$ cat config.mk
export PLATFORM = sky130hd
export DESIGN_NAME = spu_div
export DESIGN_NICKNAME = d
export VERILOG_FILES = /design/src/spu_pkg.sv /design/src/spu_div.sv
export SDC_FILE = /design/constraint.sdc
export NUM_CORES = 2
export LEC_CHECK = 0
export ABC_AREA = 0
export CAP_MARGIN = 25
export CORE_MARGIN = 2
export CORE_UTILIZATION = 49
export DETAILED_ROUTE_END_ITERATION = 8
export DONT_BUFFER_PORTS = 1
export GPL_TIMING_DRIVEN = 0
export PLACE_DENSITY = 0.75
export SETUP_SLACK_MARGIN = 0.4
export SLEW_MARGIN = 20
export SYNTH_ARGS = -nofsm -noshare
export SYNTH_HDL_FRONTEND = slang
export SYNTH_SLANG_ARGS = --single-unit
$ cat constraint.sdc
create_clock -name i_clk -period 6.2 [get_ports i_clk]
set_input_delay 0.62 -clock i_clk [delete_from_list [all_inputs] [get_ports i_clk]]
set_output_delay 0.62 -clock i_clk [all_outputs]
set_load 0.005 [all_outputs]
$ cat src/spu_pkg.sv
// ----------------------------------------------------------------------------
// spu_pkg
// shared widths, register map and reset values for the particle update block
// ----------------------------------------------------------------------------
package spu_pkg;

    // register map, index = byte address / 4
    typedef enum logic [2:0] {
        REG_WEIGHT_MAX  = 3'd0,
        REG_WEIGHT_MIN  = 3'd1,
        REG_TOTAL_STEPS = 3'd2,
        REG_COG_GAIN    = 3'd3,
        REG_SOC_GAIN    = 3'd4,
        REG_CLAMP_MODE  = 3'd5
    } t_reg_idx;

    localparam int ADDR_W = 5;
    localparam int DATA_W = 32;

    // register reset values
    localparam logic [16:0] RST_WEIGHT_MAX  = 17'd47829;
    localparam logic [16:0] RST_WEIGHT_MIN  = 17'd19661;
    localparam logic [15:0] RST_TOTAL_STEPS = 16'd500;
    localparam logic [17:0] RST_COG_GAIN    = 18'd98042;
    localparam logic [17:0] RST_SOC_GAIN    = 18'd98042;
    localparam logic        RST_CLAMP_MODE  = 1'b1;

    // inertia divider: |wmax-wmin| * (d-step) over d
    localparam int INR_NUM_W = 33;
    localparam int INR_DEN_W = 16;

    // wrap divider: overshoot modulo span
    localparam int MOD_NUM_W = 34;
    localparam int MOD_DEN_W = 32;

    // bound flags
    localparam logic [1:0] HIT_NONE  = 2'd0;
    localparam logic [1:0] HIT_BELOW = 2'd1;
    localparam logic [1:0] HIT_ABOVE = 2'd2;

endpackage

$ cat src/spu_div.sv
// ----------------------------------------------------------------------------
// spu_div
// pipelined restoring divider, one quotient bit per register stage
// ----------------------------------------------------------------------------
module spu_div #(
    parameter int NUM_W = spu_pkg::INR_NUM_W,
    parameter int DEN_W = spu_pkg::INR_DEN_W
) (
    input  logic             i_clk,
    input  logic             i_rst_n,
    input  logic             i_valid,
    input  logic [NUM_W-1:0] i_num,
    input  logic [DEN_W-1:0] i_den,
    output logic             o_valid,
    output logic [NUM_W-1:0] o_quo,
    output logic [DEN_W-1:0] o_rem
);

    // stage k holds the partial result after k+1 quotient bits
    logic             r_vld [NUM_W];
    logic [NUM_W-1:0] r_num [NUM_W];
    logic [NUM_W-1:0] r_quo [NUM_W];
    logic [DEN_W-1:0] r_rem [NUM_W];
    logic [DEN_W-1:0] r_den [NUM_W];

    // stage inputs, index 0 is the divider input
    logic             w_vld [NUM_W+1];
    logic [NUM_W-1:0] w_num [NUM_W+1];
    logic [NUM_W-1:0] w_quo [NUM_W+1];
    logic [DEN_W-1:0] w_rem [NUM_W+1];
    logic [DEN_W-1:0] w_den [NUM_W+1];

    assign w_vld[0] = i_valid;
    assign w_num[0] = i_num;
    assign w_quo[0] = '0;
    assign w_rem[0] = '0;
    assign w_den[0] = i_den;

    for (genvar k = 0; k < NUM_W; k++) begin : g_stage
        logic [DEN_W:0]   t;
        logic [DEN_W:0]   t_sub;
        logic             ge;
        logic [DEN_W-1:0] n_rem;

        // shift in the next dividend bit and try the subtract
        assign t     = {w_rem[k], w_num[k][NUM_W-1]};
        assign t_sub = t - {1'b0, w_den[k]};
        assign ge    = (t >= {1'b0, w_den[k]});
        assign n_rem = ge ? t_sub[DEN_W-1:0] : t[DEN_W-1:0];

        always_ff @(posedge i_clk) begin
            if (!i_rst_n) begin
                r_vld[k] <= 1'b0;
            end else begin
                r_vld[k] <= w_vld[k];
            end
        end

        always_ff @(posedge i_clk) begin
            r_num[k] <= {w_num[k][NUM_W-2:0], 1'b0};
            r_quo[k] <= {w_quo[k][NUM_W-2:0], ge};
            r_rem[k] <= n_rem;
            r_den[k] <= w_den[k];
        end

        assign w_vld[k+1] = r_vld[k];
        assign w_num[k+1] = r_num[k];
        assign w_quo[k+1] = r_quo[k];
        assign w_rem[k+1] = r_rem[k];
        assign w_den[k+1] = r_den[k];
    end

    assign o_valid = w_vld[NUM_W];
    assign o_quo   = w_quo[NUM_W];
    assign o_rem   = w_rem[NUM_W];

endmodule

=== Word level (Yosys, flattened, before mapping) ===
Memory sizes are Yosys's and may differ from the RTL's.
Index checks and enable logic that the tools add are counted.

* Order comparisons: 33
* Mux-type cells: 68
* Bitwise gates (word level): 33
* Add/sub/neg operators: 33

{| class="wikitable"
|+ Operators by type and width
! operator !! count
|-
| 17-bit by 16-bit >= comparator with 1-bit output || 32
|-
| 16-bit two-way mux || 33
|-
| 16-bit subtractor || 32
|-
| 1-bit two-way mux || 35
|-
| 1-bit OR || 33
|-
| 1-bit by 16-bit >= comparator with 1-bit output || 1
|-
| 1-bit by 16-bit subtractor with 16-bit output || 1
|}

* RAM bits: 3234
* Word-level logic and storage cells: 172
* Input port bits: 52
* Memories kept: 5
* Register bits after elaboration: 0
* Output and inout port bits: 50

{| class="wikitable"
|+ Memories
! memory !! depth !! width !! rd ports !! clocked after memory_dff !! wr ports !! line !! source
|-
| r_quo || 33 || 33 || 33 || 0 || 33 || spu_div.sv:22 || <nowiki>logic [NUM_W-1:0] r_quo [NUM_W];</nowiki>
|-
| r_num || 33 || 32 || 32 || 0 || 33 || spu_div.sv:21 || <nowiki>logic [NUM_W-1:0] r_num [NUM_W];</nowiki>
|-
| r_den || 33 || 16 || 32 || 0 || 33 || spu_div.sv:24 || <nowiki>logic [DEN_W-1:0] r_den [NUM_W];</nowiki>
|-
| r_rem || 33 || 16 || 33 || 0 || 33 || spu_div.sv:23 || <nowiki>logic [DEN_W-1:0] r_rem [NUM_W];</nowiki>
|-
| r_vld || 33 || 1 || 33 || 0 || 33 || spu_div.sv:20 || <nowiki>logic r_vld [NUM_W];</nowiki>
|}

=== Depth between registers and ports, before layout ===
An unclocked memory read counts as a cell.

* Word-level depth: 3
* Mapped depth: 14
* Gate-level depth less buffers: 12

=== Worst setup path after synthesis ===
Ideal clock, no wire load.

* Path kind: flip-flop to flip-flop
* Start: mem r_den[0][161] (netlist bit)
* End: mem r_rem[0][184] (netlist bit)
* Clock period less this slack: 2.836 ns
* Data arrival time: 2.715 ns
* Slack: 3.364 ns
* Path buffers: 1
* Library setup time: 0.121 ns
* Required time: 6.079 ns
* Stages on the path, launching flop included: 13
* Path through: dfxtp_1 -> inv_1 -> ha_1 -> nor2b_1 -> o21ai_0 -> a21boi_0 -> o21ai_0 -> a211o_1 -> a41oi_1 -> o31a_1 -> o32ai_4 -> buf_4 -> mux2_2

{| class="wikitable"
|+ RTL lines
! element !! line
|-
| start: declaration || spu_div.sv:24
|-
| end: declaration || spu_div.sv:23
|}

==> flow_summary_export.csv <==
group,metric,value,unit
final_layout,fin_cells,8984,
synth,synth_area,73800,µm²
final_layout,final_util,56.3,%
synth,synth-seq-cells,2162,
clocking,clockBufferDepth,3,
synth,yosysSeqAreaShare,58.7,%
synth,ys_types,93,
timing,relSlewSlack,35.3,%
clocking,postCtsHoldBufs,51,
detailed_routing,wl,133,mm
synth,synth_edf_count,0,
status,status,"finished clean",
die,fp.dieW,392,µm
grt,grt_pass1_wl,218,mm
detailed_routing,via_per_inst,4.97,
synth,synthCells,6531,
clocking,cts_setup_buffers,0,
grt,grt_pass1_vias,44800,
die,pin_count,102,
final_layout,drive_gt1_share,10.7,%
detailed_routing,drt_iter0_drc,2009,
detailed_routing,route.detailed.drc,0,
die,die_h,392,µm
die,fp-row-count,142,
timing,setup_viol,0,
pwr,combPwrFrac,30.9,%
timing,hold_violations,0,
setup_path,end_kind,"register",
detailed_routing,drt_first_pass_iters,5,
die,die_area,154000,µm²
detailed_routing,vias,44700,
clocking,cts_tree,"done",
pwr,powerDensity,536,nW/µm²
synth,netlist_top_cells_area,"dfxtp_1 (59%), ha_1 (8.7%), mux2_2 (4.5%)",
timing,setup_tns,0,ps
pwr,clkPwrFrac,29.3,%
clocking,cts_resized,0,
synth,synth_nets,7129,
timing,finalCritPeriodShare,60.8,%
detailed_routing,wire_per_inst,14.8,µm
final_layout,regArea,43300,µm²
synth,yosysTopAreaCell,"dfxtp_1",
pwr,p_seq_share,39.7,%
synth,synth_warnings,0,
pwr,power.leakage,0.0382,µW
grt,grt_usage,17.3,%
grt,grt_overflow,0,
grt,grt_max_degree,17,
synth,synthDominantCellAreaShare,58.7,%
pwr,switching_share,30.8,%
place,placed_cells,8547,
clocking,clock_sinks,2162,
final_layout,nets,7392,
setup_path,startpoint_type,"register",
final_layout,area_growth,14.2,%
clocking,cts_buffers,210,
timing,max_freq,0.265,GHz
synth,ys.flop_type,"dfxtp_1",
place,io_buffers,0,
timing,rsz0062_at_grt,"no",
setup_path,criticalPathCategory,"register to register",
timing,fin_worst_skew,31.5,ps
setup_path,critPathMaxFanout,10,
clocking,cts.clk_slew.worst_paths,60,ps
detailed_routing,ant_nets,0,
grt,grt_antenna_before_repair,0,
final_layout,antennaDiodeCount,0,
timing,fin_crit,3770,ps
final_layout,nFillCells,12600,
place,routabilityCongestion,0.896,
pwr,switching_power,13900,µW
die,start_util,49.3,%
hold_path,hold_class,"primary input to register",
timing,tightest_slew,970,ps
final_layout,multiInputGateArea,27600,µm²
setup_path,arrival,4450,ps
place,place_hpwl,97.4,mm
pwr,internal_power,31300,µW
pwr,vdd.ir_drop.worst,0.252,mV
die,coreArea,150000,µm²
synth,async_reset_ff_share,0,%
clocking,h-tree-depth,4,
setup_path,cp_data_required_time,6880,ps
clocking,root_buffer,"clkbuf_16",
clocking,clock_latency,820,ps
synth,syn_avg_cell_area,11.3,µm²
timing,timing.final.max_slew_violations,0,
job,cap_violations,0,
[final cells by class]
type	count	share of cell area, %
flip-flops and latches	2162	51.4
multi-input cells	3631	32.8
clock buffers	297	7.18
well taps	2016	2.99
inverters	662	2.95
clock inverters	89	1.66
repair buffers	51	0.606
plain buffers	76	0.456
[metrics by stage]
step	area (µm²)	setup slack (ps)	power (µW)	hold WS [ps]
6_report	84300	2430	45100	63.4
3_5_place_dp	76300	2480	32100	312
5_1_grt	84300	2180	48000	54.7
2_1_floorplan	73800	3360	28800	310
4_1_cts	84300	2430	45600	5.24
3_3_place_gp	76300	2450	31700	309
[per-layer routing]
layer | wire length [µm] | global-route usage [%] | share of wire, %
met3 | 5610 | 3.11 | 4.2
met5 | 0 | 0 | 0
met4 | 3410 | 5.71 | 2.6
met1 | 58300 | 21.0 | 44
met2 | 65400 | 30.7 | 49
[state kept, by name, summed over array words and instances, names as in the netlist]
register / flops
r_vld: 33
r_den: 512
r_num: 528
r_quo: 561
r_rem: 528
[worst max-delay path: stages, from the launching register on]
cell	delay (ps)
dfxtp_1	390
inv_1	60
ha_1	290
nor2b_1	130
o21ai_1	200
a21boi_0	180
o31ai_1	510
a21oi_1	220
o21ai_1	220
a21oi_1	150
nor4_4	680
buf_6	260
mux2_2	350
[kinds of logic after synthesis]
family	Yosys count	synth area share (%)
flops	2162	58.7
compound gates	1196	10.4
simple gates	1165	7.76
buf+inv	738	3.89
fa+ha+maj	546	9.58
xor+xnor	378	4.49
mux	346	5.24
[cells in the mapped netlist, drive strengths merged, types with 5 or more instances]
cell type / number
a211o: 16
o21bai: 33
clkbuf: 38
nor4: 27
a31o: 7
mux2i: 43
a21oi: 349
and3: 34
a211oi: 28
fa: 32
a2111oi: 18
a21o: 153
o211ai: 18
inv: 662
o311a: 7
nor3: 91
or4: 5
o21ai: 300
xnor2: 234
nand2b: 67
a21boi: 29
or2: 28
nor2b: 90
o22a: 5
buf: 38
o31a: 16
o2111ai: 13
o31ai: 22
o41ai: 12
o21a: 65
nand4: 58
xor2: 144
a311oi: 5
or3: 24
mux2: 303
nor2: 326
and4: 5
and2: 54
dfxtp: 2162
a2111o: 5
ha: 514
a41oi: 15
a31oi: 39
nand3: 87
nand2: 256
[cell usage in the layout, fill, tap and decap left out, types with 67 or more instances in the layout]
cell type and n:
clkbuf_1 78, a21o_1 152, a21oi_1 346, nor2b_1 90, nand3_1 86, nand2_1 253, xnor2_1 234, o21ai_0 278
ha_1 514, xor2_1 144, clkbuf_16 210, mux2_2 296, inv_1 662, nor2_1 326, nand2b_1 67, nor3_1 91
dfxtp_1 2162
[path summary, 6_finish.rpt]
check / startpoint / cells past startpoint / slack (ps) / to
max: r_den[0][113] / 12 / 2430 / r_rem[0][141]
min reg2reg: r_num[0][85] / 0 / 310 / r_num[0][118]
min: i_den[12] / 2 / 60 / r_rem[0][8]
max reg2reg: r_den[0][113] / 12 / 2430 / r_rem[0][141]
[power by group through the flow]
stage	clock network [µW]	registers, µW	logic, µW
after global placement	0	18200	13500
after global routing	14200	18200	15600
final	13200	17900	14000
after floorplan	0	17700	11100
after CTS	13600	18000	13900
after detailed placement	0	18300	13800
Power figures use the tool's default switching activity.
